[src/sv/ucr_pkg.sv]
// ----------------------------------------------------------------------------
// ucr_pkg
// Shared types and constants for the UTF-8 code point reverser: status codes,
// controller states and the command/status bundles between controller and
// datapath.
// ----------------------------------------------------------------------------
`default_nettype none

package ucr_pkg;

	// result status codes
	localparam logic [1:0] ST_OK        = 2'd0;
	localparam logic [1:0] ST_MALFORMED = 2'd1;
	localparam logic [1:0] ST_OVERFLOW  = 2'd2;

	typedef enum logic [2:0] {
		S_IDLE,    // taking bytes, waiting for terminator
		S_SINGLE,  // one result: empty string or error
		S_LOOK,    // read last byte of remaining string
		S_LOOKW,   // its offset gives the code point start
		S_FETCH,   // read next byte of current code point
		S_LOAD     // move byte into output register
	} state_t;

	// controller -> datapath
	typedef struct packed {
		logic take_byte;
		logic take_term;
		logic rd_look;
		logic rd_fetch;
		logic seg_set;
		logic load_byte;
		logic load_single;
	} cmd_t;

	// datapath -> controller
	typedef struct packed {
		logic single;       // terminator now would give a single result
		logic last_in_seg;  // pointer is at the last byte of the code point
		logic end_zero;     // no code points left before this one
		logic out_free;     // output register can take a result this cycle
	} sts_t;

endpackage

`default_nettype wire

[src/sv/ucr_dp.sv]
// ----------------------------------------------------------------------------
// ucr_dp
// Datapath: byte store with per-byte code point offset, UTF-8 checking,
// emission pointers and the output register.
// ----------------------------------------------------------------------------
`default_nettype none

module ucr_dp #(
	parameter int MAX_BYTES = 64
) (
	input  wire logic          clk,
	input  wire logic          arst_n,
	input  wire ucr_pkg::cmd_t cmd,
	output ucr_pkg::sts_t      sts,
	input  wire logic [7:0]    in_byte,
	input  wire logic          out_stall,
	output logic               out_valid,
	output logic [7:0]         out_byte,
	output logic               byte_present,
	output logic               final_item,
	output logic [1:0]         status
);

	localparam int AW = $clog2(MAX_BYTES);
	localparam int CW = $clog2(MAX_BYTES + 1);

	// store entry: byte and its offset within the code point (0 = lead)
	logic [9:0]    mem [MAX_BYTES];
	logic [9:0]    rdata_q;

	logic [CW-1:0] fill_q;
	logic [1:0]    pend_q;
	logic [1:0]    err_q;
	logic [1:0]    off_q;
	logic [1:0]    sstat_q;
	logic [CW-1:0] end_q;
	logic [CW-1:0] seg_end_q;
	logic [CW-1:0] ptr_q;

	logic          out_valid_q;
	logic [7:0]    out_byte_q;
	logic          present_q;
	logic          final_q;
	logic [1:0]    status_q;

	logic          lead_ok;
	logic [1:0]    lead_pend;
	logic          cont_ok;
	logic          full;
	logic          wr_en;
	logic [1:0]    wr_off;
	logic [1:0]    term_st;
	logic [CW-1:0] end_m1;
	logic [CW-1:0] seg_start;
	logic          rd_en;
	logic [AW-1:0] rd_addr;

	// lead byte classification by prefix
	always_comb begin
		lead_ok   = 1'b1;
		lead_pend = 2'd0;
		priority if (!in_byte[7]) begin
			lead_pend = 2'd0;
		end else if (in_byte[7:5] == 3'b110) begin
			lead_pend = 2'd1;
		end else if (in_byte[7:4] == 4'b1110) begin
			lead_pend = 2'd2;
		end else if (in_byte[7:3] == 5'b11110) begin
			lead_pend = 2'd3;
		end else begin
			lead_ok = 1'b0;
		end
	end

	assign cont_ok = (in_byte[7:6] == 2'b10);
	assign full    = (fill_q == CW'(MAX_BYTES));
	assign wr_en   = cmd.take_byte && (err_q == ucr_pkg::ST_OK) && !full &&
	                 ((pend_q != 2'd0) ? cont_ok : lead_ok);
	assign wr_off  = (pend_q != 2'd0) ? (off_q + 2'd1) : 2'd0;

	always_comb begin
		if (err_q != ucr_pkg::ST_OK) begin
			term_st = err_q;
		end else if (pend_q != 2'd0) begin
			term_st = ucr_pkg::ST_MALFORMED;
		end else begin
			term_st = ucr_pkg::ST_OK;
		end
	end

	assign end_m1    = end_q - CW'(1);
	assign seg_start = end_m1 - CW'(rdata_q[1:0]);
	assign rd_en     = cmd.rd_look || cmd.rd_fetch;
	assign rd_addr   = cmd.rd_look ? end_m1[AW-1:0] : ptr_q[AW-1:0];

	// byte store
	always_ff @(posedge clk) begin
		if (wr_en) begin
			mem[fill_q[AW-1:0]] <= {in_byte, wr_off};
		end
		if (rd_en) begin
			rdata_q <= mem[rd_addr];
		end
	end

	// string state and emission pointers
	always_ff @(posedge clk or negedge arst_n) begin
		if (!arst_n) begin
			fill_q    <= '0;
			pend_q    <= 2'd0;
			err_q     <= ucr_pkg::ST_OK;
			off_q     <= 2'd0;
			sstat_q   <= ucr_pkg::ST_OK;
			end_q     <= '0;
			seg_end_q <= '0;
			ptr_q     <= '0;
		end else begin
			if (cmd.take_byte && err_q == ucr_pkg::ST_OK) begin
				if (full) begin
					err_q <= ucr_pkg::ST_OVERFLOW;
				end else if (pend_q != 2'd0) begin
					if (cont_ok) begin
						pend_q <= pend_q - 2'd1;
						off_q  <= wr_off;
						fill_q <= fill_q + CW'(1);
					end else begin
						err_q <= ucr_pkg::ST_MALFORMED;
					end
				end else if (lead_ok) begin
					pend_q <= lead_pend;
					off_q  <= 2'd0;
					fill_q <= fill_q + CW'(1);
				end else begin
					err_q <= ucr_pkg::ST_MALFORMED;
				end
			end
			if (cmd.take_term) begin
				sstat_q <= term_st;
				end_q   <= fill_q;
				fill_q  <= '0;
				pend_q  <= 2'd0;
				err_q   <= ucr_pkg::ST_OK;
				off_q   <= 2'd0;
			end
			if (cmd.seg_set) begin
				ptr_q     <= seg_start;
				seg_end_q <= end_q;
				end_q     <= seg_start;
			end
			if (cmd.load_byte) begin
				ptr_q <= ptr_q + CW'(1);
			end
		end
	end

	assign sts.single      = (term_st != ucr_pkg::ST_OK) || (fill_q == '0);
	assign sts.last_in_seg = ((ptr_q + CW'(1)) == seg_end_q);
	assign sts.end_zero    = (end_q == '0);
	assign sts.out_free    = !out_valid_q || !out_stall;

	// output register
	always_ff @(posedge clk or negedge arst_n) begin
		if (!arst_n) begin
			out_valid_q <= 1'b0;
		end else if (cmd.load_byte || cmd.load_single) begin
			out_valid_q <= 1'b1;
		end else if (!out_stall) begin
			out_valid_q <= 1'b0;
		end
	end

	always_ff @(posedge clk) begin
		if (cmd.load_byte) begin
			out_byte_q <= rdata_q[9:2];
			present_q  <= 1'b1;
			final_q    <= sts.last_in_seg && sts.end_zero;
			status_q   <= ucr_pkg::ST_OK;
		end else if (cmd.load_single) begin
			out_byte_q <= 8'd0;
			present_q  <= 1'b0;
			final_q    <= 1'b1;
			status_q   <= sstat_q;
		end
	end

	assign out_valid    = out_valid_q;
	assign out_byte     = out_byte_q;
	assign byte_present = present_q;
	assign final_item   = final_q;
	assign status       = status_q;

	a_load_free: assert property (@(posedge clk) disable iff (!arst_n)
		(cmd.load_byte || cmd.load_single) |-> sts.out_free)
		else $error("output register overwritten while held");

	a_seg_inside: assert property (@(posedge clk) disable iff (!arst_n)
		cmd.seg_set |-> (CW'(rdata_q[1:0]) < end_q))
		else $error("code point start falls before string start");

	a_term_clear: assert property (@(posedge clk) disable iff (!arst_n)
		cmd.take_term |=> (fill_q == '0) && (err_q == ucr_pkg::ST_OK))
		else $error("string state not cleared by terminator");

endmodule

`default_nettype wire

[src/sv/ucr_ctrl.sv]
// ----------------------------------------------------------------------------
// ucr_ctrl
// Controller: takes input transactions and steps the emission sequence.
// ----------------------------------------------------------------------------
`default_nettype none

module ucr_ctrl (
	input  wire logic          clk,
	input  wire logic          arst_n,
	input  wire logic          in_valid,
	output logic               in_stall,
	input  wire logic          terminator,
	input  wire ucr_pkg::sts_t sts,
	output ucr_pkg::cmd_t      cmd
);

	ucr_pkg::state_t state_q;
	ucr_pkg::state_t state_d;

	always_ff @(posedge clk or negedge arst_n) begin
		if (!arst_n) begin
			state_q <= ucr_pkg::S_IDLE;
		end else begin
			state_q <= state_d;
		end
	end

	always_comb begin
		state_d  = state_q;
		cmd      = '0;
		in_stall = 1'b1;
		unique case (state_q)
			ucr_pkg::S_IDLE: begin
				in_stall      = 1'b0;
				cmd.take_byte = in_valid && !terminator;
				cmd.take_term = in_valid && terminator;
				if (cmd.take_term) begin
					state_d = sts.single ? ucr_pkg::S_SINGLE : ucr_pkg::S_LOOK;
				end
			end
			ucr_pkg::S_SINGLE: begin
				if (sts.out_free) begin
					cmd.load_single = 1'b1;
					state_d         = ucr_pkg::S_IDLE;
				end
			end
			ucr_pkg::S_LOOK: begin
				cmd.rd_look = 1'b1;
				state_d     = ucr_pkg::S_LOOKW;
			end
			ucr_pkg::S_LOOKW: begin
				cmd.seg_set = 1'b1;
				state_d     = ucr_pkg::S_FETCH;
			end
			ucr_pkg::S_FETCH: begin
				cmd.rd_fetch = 1'b1;
				state_d      = ucr_pkg::S_LOAD;
			end
			ucr_pkg::S_LOAD: begin
				if (sts.out_free) begin
					cmd.load_byte = 1'b1;
					if (!sts.last_in_seg) begin
						state_d = ucr_pkg::S_FETCH;
					end else if (sts.end_zero) begin
						state_d = ucr_pkg::S_IDLE;
					end else begin
						state_d = ucr_pkg::S_LOOK;
					end
				end
			end
			default: begin
				state_d = ucr_pkg::S_IDLE;
			end
		endcase
	end

	a_term_leaves_idle: assert property (@(posedge clk) disable iff (!arst_n)
		cmd.take_term |=> (state_q != ucr_pkg::S_IDLE))
		else $error("terminator did not start emission");

endmodule

`default_nettype wire

[src/sv/utf8_codepoint_reverse.sv]
// ----------------------------------------------------------------------------
// utf8_codepoint_reverse
// Buffers a UTF-8 string and sends it back with the code point order
// reversed, bytes inside each code point kept in order.
// ----------------------------------------------------------------------------
// Data bytes are taken one per cycle while idle into a MAX_BYTES-entry store,
// each tagged with its offset inside its code point (0 on the lead byte).
// Lead bytes are judged by prefix alone; a bad lead, a bad continuation or a
// sequence still open at the terminator gives one malformed result, and a
// byte beyond MAX_BYTES gives one overflow result. After the first error the
// rest of the string is dropped. A terminator transaction starts emission and
// stalls the input until the last result has been loaded into the output
// register. Emission walks the store backwards one code point at a time: one
// read of the code point's last byte finds its start from the stored offset,
// then each byte takes a store read and an output load, with any output stall
// holding the load. An empty string or an error gives one result. Results carry
// final_item on the last transaction of each string. The output register lets
// the next string's bytes come in while the last result waits.
// ----------------------------------------------------------------------------
`default_nettype none

module utf8_codepoint_reverse #(
	parameter int MAX_BYTES = 64
) (
	input  wire logic       clk,
	input  wire logic       arst_n,
	input  wire logic       in_valid,
	output logic            in_stall,
	input  wire logic [7:0] in_byte,
	input  wire logic       terminator,
	output logic            out_valid,
	input  wire logic       out_stall,
	output logic [7:0]      out_byte,
	output logic            byte_present,
	output logic            final_item,
	output logic [1:0]      status
);

	ucr_pkg::cmd_t cmd;
	ucr_pkg::sts_t sts;

	// sequencing: input handshake and emission steps
	ucr_ctrl u_ctrl (
		.clk        (clk),
		.arst_n     (arst_n),
		.in_valid   (in_valid),
		.in_stall   (in_stall),
		.terminator (terminator),
		.sts        (sts),
		.cmd        (cmd)
	);

	// store, checker, pointers and output register
	ucr_dp #(
		.MAX_BYTES (MAX_BYTES)
	) u_dp (
		.clk          (clk),
		.arst_n       (arst_n),
		.cmd          (cmd),
		.sts          (sts),
		.in_byte      (in_byte),
		.out_stall    (out_stall),
		.out_valid    (out_valid),
		.out_byte     (out_byte),
		.byte_present (byte_present),
		.final_item   (final_item),
		.status       (status)
	);

endmodule

`default_nettype wire
[config.mk]
export PLATFORM = sky130hd
export DESIGN_NAME = utf8_codepoint_reverse
export DESIGN_NICKNAME = d
export VERILOG_FILES = /design/src/sv/ucr_pkg.sv /design/src/sv/ucr_dp.sv /design/src/sv/ucr_ctrl.sv /design/src/sv/utf8_codepoint_reverse.sv
export SDC_FILE = /design/constraint.sdc
export NUM_CORES = 1
export LEC_CHECK = 0
export BUFFER_PORTS_ARGS = -buffer_cell sky130_fd_sc_hd__buf_2
export CELL_PAD_IN_SITES_DETAIL_PLACEMENT = 0
export CELL_PAD_IN_SITES_GLOBAL_PLACEMENT = 1
export CORE_ASPECT_RATIO = 1.5
export CORE_UTILIZATION = 58
export DETAILED_ROUTE_END_ITERATION = 12
export PLACE_DENSITY = 0.93
export SLEW_MARGIN = 20
export SYNTH_ARGS = -nofsm -noshare
export SYNTH_HDL_FRONTEND = slang
export SYNTH_SLANG_ARGS = --single-unit
[constraint.sdc]
create_clock -name clk -period 9.5 [get_ports clk]
set_clock_uncertainty 0.15 [all_clocks]
set_input_delay 1.9 -clock clk [delete_from_list [all_inputs] [get_ports clk]]
set_output_delay 1.9 -clock clk [all_outputs]
set_load 0.005 [all_outputs]
Yosys cells after proc, flatten, opt, wreduce, memory -nomap -nowiden
Memory sizes are Yosys's and may differ from the RTL's. A register that Yosys moved wholly into a read port is not among the register bits. Index checks and enable logic that the tools add are counted.

Bits in registers: 52. Memory bits (writable): 640. Output and inout bits: 14. Memories: 1.

Memory list: u_dp.mem (depth 64, width 10, read ports 1, clocked after Yosys merged registers in 1, wr ports 1, RTL line ucr_dp.sv:28) `logic [9:0] mem [MAX_BYTES];`.

Add/sub/neg operators: 6. Eq/ne operators: 19. Muxes and demuxes: 64. Reduce and logical (&&, ||, !) cells: 29.

Operator list (count): $mux W7 (10); $mux W2 (27); $mux W1 (19); $pmux W3 S6 (1); $mux W8 (2); $add A7 B1 Y7 const B (2); $logic_not A7 Y1 (2); $reduce_bool A2 Y1 (7); $mux W3 (4); $eq A3 B3 Y1 const B (3); $ne A4 B4 Y1 const B (2); $eq A7 B7 Y1 (1); $eq A7 B7 Y1 const B (1); $sub A7 B1 Y7 const B (1); $sub A7 B2 Y7 (1); $eq A3 B2 Y1 const B (2); $logic_and A1 B1 Y1 (6); $mux W6 (1); $ne A2 B2 Y1 const B (3); $reduce_and A3 Y1 (2); $eq A5 B5 Y1 const B (1); $eq A4 B4 Y1 const B (1); $logic_not A1 Y1 (4); $logic_or A1 B1 Y1 (4); other kinds (10) (11).

Longest topological paths before layout
Depth in word-level cells: 10. Gate-level depth with buffers: 11. Gate-level depth less buffers: 9.

Hierarchy
A second synthesis with hierarchy kept.

Cells, all modules: 2412. Area, all modules: 31004.7 um2.

By module, submodules not included: ucr_dp (instances 1, cells an instance 2378, area each 30748.2 um2); ucr_ctrl (instances 1, cells an instance 34, area each 256.5 um2).

Least setup slack after synthesis
OpenSTA, ideal clock, no wires.

Kind: input to register. Start: in in_byte[4]. End: mem u_dp.mem[56][0], enable pin. Data arrival time: 3.526 ns. Path slack: 5.448 ns. Stages: 8. Buffers on the path: 1. Cell sequence: nand2_1 nand4_1 a41o_1 nand2b_1 clkbuf_1 nor2_1 nand3_1 nor2_1.

Cells in the longest elaborated chain, start to end: 9. Elaborated cells on any way between the ends: 10. Those cells by class: eq/ne (2); mux (7); reduce/logical (1).

Ends and longest elaborated chain: start, declared (RTL line utf8_codepoint_reverse.sv:29) `input wire logic [7:0] in_byte,`; $eq A5 B5 Y1 (RTL line ucr_dp.sv:68) `end else if (in_byte[7:3] == 5'b11110) begin`; $mux W1 (RTL line ucr_dp.sv:68); $mux W1 * (RTL line ucr_dp.sv:66) `end else if (in_byte[7:4] == 4'b1110) begin`; $mux W1 * (RTL line ucr_dp.sv:64) `end else if (in_byte[7:5] == 3'b110) begin`; $mux W1 * (RTL line ucr_dp.sv:62) `priority if (!in_byte[7]) begin`; $mux W1 * (RTL line ucr_dp.sv:78) `((pend_q != 2'd0) ? cont_ok : lead_ok);`; $logic_and A1 B1 Y1 * (RTL line ucr_dp.sv:77) `assign wr_en = cmd.take_byte && (err_q == ucr_pkg::ST_OK) && !full &&`; $mux W1 * (RTL line ucr_dp.sv:98) `if (wr_en) begin`; $mux W1 (not written as such) * (RTL line ucr_dp.sv:99) `mem[fill_q[AW-1:0]] <= {in_byte, wr_off};`; end, declared (RTL line ucr_dp.sv:28).

Every way passes the cells marked *; elsewhere a longest branch is shown, timed or not.

Worst setup path after layout
Start: in in_byte[5]. End: mem u_dp.mem[26][0], enable pin.

Cells in the longest elaborated chain, start to end: 9. Elaborated cells on any way between the ends: 11. Those cells by class: eq/ne (3); mux (7); reduce/logical (1).

Ends and longest elaborated chain (RTL line): $eq A5 B5 Y1 (ucr_dp.sv:68); $mux W1 (ucr_dp.sv:68); $mux W1 (ucr_dp.sv:66); $mux W1 * (ucr_dp.sv:64); $mux W1 * (ucr_dp.sv:62); $mux W1 * (ucr_dp.sv:78); $logic_and A1 B1 Y1 * (ucr_dp.sv:77); $mux W1 * (ucr_dp.sv:98); $mux W1 (not written as such) * (ucr_dp.sv:99).

Marks and branches as above.

==> impl_metrics.toml <==
[setup_path]
critPathMostFrequentCell = "nor2_1"
cp_slowest_cell = "nor2_1"
r2r_end = "u_dp.rdata_q[1]"
endpoint_kind = "flop"
r2r-start = "u_ctrl.state_q[2]"
cp-start-kind = "input port"
worstPathArrival_ns = 5.58
path_max_fanout = 67
cp_cell_sequence = "buf_2, buf_4, nand4_1, a41o_1, nand2b_1, nor2_1, nand3_1, nor2_1"
cpPeakStageDelay_ns = 1.02
r2r_cells = 8
critPathKind = "in2reg"
worstSetupStartpoint = "in_byte[5]"
r2r_setup_slack_ns = 4.62
cp.required_ns = 9.59

[timing]
hold_violations = 0
max_slew_margin_pct = 28.68
rsz0062_at_grt = "no"
worstMarginPinSlew_ns = 1.063
finalSetupViolations = 0
final.min_clock_period_ns = 5.495
fmax_mhz = 182.0
finalCritPeriodShare_pct = 57.84
fin_setup_tns_ns = 0
drv_slew = 0

[pwr]
powerDensity_nw_per_um2 = 285.9
cellLeakagePower_nw = 9.763
ir_worst_vdd_mv = 0.3625
p_total_mw = 8.659

[route]
drc_errors = 0
drtAntennaViolNets = 0
dr.pass1.iters = 5
drtIter0Drc = 1869
vias_per_cell = 6.956
vias = 14476
drt_wl_total_um = 68360
wl_per_cell_um = 32.85

[cts]
cts_resized = 0
clockBufferDepth = 3
clock_latency_ns = 0.62
clk_pin_slew_ns = 0.06
cts_tree = "yes"
post_cts_buffers = 0
clock-sinks = 702
cts_buffers = 59
h-tree-depth = 2
root_buffer = "clkbuf_16"
postCtsHoldBufs = 0

[place]
io_buffers = 26
hpwl_um = 40660
routabilityCongestion = 0.8985

[synth]
synth_area_leaders = "edfxtp_1, mux4_2, dfrtp_1"
avgSynthCellArea_um2 = 19.81
synth_edf_count = 659
synthCells = 1399
synth_area_leader_cell = "edfxtp_1"
synth-seq-area-share_pct = 75.22
ys.flop_type = "edfxtp_1"
ys_top_cells_by_count = "edfxtp_1, mux4_2, nor2_1, o22ai_1, nand2_1"
synth_top_area_share_pct = 71.39
yosysMostFrequentCell = "edfxtp_1"
async_reset_ff_share_pct = 5.698
synth-seq-cells = 702
synth_nets = 1419
mappedNetlistArea_um2 = 27720
yosysWarnings = 0
synth.distinct_cells = 59

[die]
fp.dieH_um = 269.7
dieArea_um2 = 48690
coreArea_um2 = 46970
initial_core_util_pct = 59.01
fp-row-count = 97
die_w_um = 180.5
pin_count = 27

[global_route]
antenna_found_initial = 1
grt_pass1_vias = 14717
grt_pass1_wl_um = 99080
grt-ovfl-total = 0
track_usage_pct = 28.66
grt_max_degree = 108

[hold_path]
whs_endpoint = "u_dp.status[1]"
worst_hold_path_type = "reg2reg"
holdPathStages = 2
worstHoldStart = "u_dp.status[1]"

[job]
cap_violations = 0

[cells_and_area]
syn_to_final_growth_pct = 9.281
diodes = 0
drive_gt1_share_pct = 19.77
nNetsFinal = 1457

[status]
status = "complete, no violations"
-- final cells by class --
| class | count | area [um2] |
|---|---|---|
| timing repair buffer | 40 | 247.7 |
| clock buffer | 71 | 1563 |
| sequential | 702 | 20850 |
| clock inverter | 40 | 441.7 |
| tap | 594 | 743.2 |
| inverter | 18 | 67.56 |
| fill | 2895 | 16680 |
| multi-input combinational | 616 | 6377 |
-- routing by layer --
layer  global-route usage, %  part of all wire, %  vias up
li1                        -                    -     5866
met1                   33.37                   32     7328
met2                   48.61                   51     1032
met3                   4.417                  8.4      250
met4                   20.81                  8.3        0
met5                       0                    0        -
-- state kept, by name (all words and copies together), names as in the netlist, 3 cells and up --
name / flops
u_dp.end_q: 7
u_dp.ptr_q: 7
u_ctrl.state_q: 3
u_dp.mem: 640
u_dp.rdata_q: 10
u_dp.seg_end_q: 7
u_dp.out_byte: 8
u_dp.fill_q: 7
-- placed cells by master (no fill, tap or decap), drive strengths merged, types with 4 or more instances in the layout --
master and n:
dfrtp 40, or3 5, xor2 11, nor2 107, nand3b 4, clkbuf 71
nand4 7, nand2b 6, o21ai 36, bufinv 9, mux4 160, o22ai 81
clkinv 28, edfxtp 659, buf 40, nand2 55, nor3b 5, ha 6
o31ai 6, or4 22, nor4 4, inv 20, xnor2 13, nor3 9
a21oi 13, mux2i 4, and3 9, nand3 15
-- metrics by stage --
stage	hold slack (ns)	cells	worst slack (ns)	instance area, um2	utilization (%)
after floorplan	0.2845	1399	5.448	27720	-
after global placement	0.2776	1970	3.781	28280	60.21
after detailed placement	0.2823	1970	3.618	28280	60.21
after CTS	0.2912	2081	4.139	30280	64.47
after global routing	0.3202	2081	3.882	30290	64.49
final	0.2865	2081	4.005	30290	64.49
-- logic make-up after synthesis --
logic type	after synthesis	share of synthesized area [%]
adders and majority gates	7	0.3431
AOI/OAI and AO/OA	161	3.787
muxes	165	13.46
and+or+nand+nor	259	4.460
buffers and inverters	81	1.905
DFF	702	75.22
xor gates and xnor gates	24	0.8261
-- where the power goes --
part           internal (mW)  switching [mW]  total (mW)
combinational           1.05            1.41        2.46
sequential              3.57           0.117        3.69
clock                   1.42            1.10        2.52
total                   6.04            2.62        8.66
-- critical path: cells and delay by family --
kind            cells  cell delay (ns)
simple gates        5             2.59
compound gates      1             0.32
buf+inv             2             0.67
-- how the worst max path moves through the flow --
stage          depth (start not counted)              end
3_5_place_dp                           7   u_dp.mem[4][8]
2_1_floorplan                          8  u_dp.mem[56][0]
3_3_place_gp                           8  u_dp.mem[18][0]
6_report                               8  u_dp.mem[26][0]
5_1_grt                                7  u_dp.mem[37][0]
4_1_cts                                8  u_dp.mem[18][4]
No activity file was read; power rests on OpenSTA's default activity.
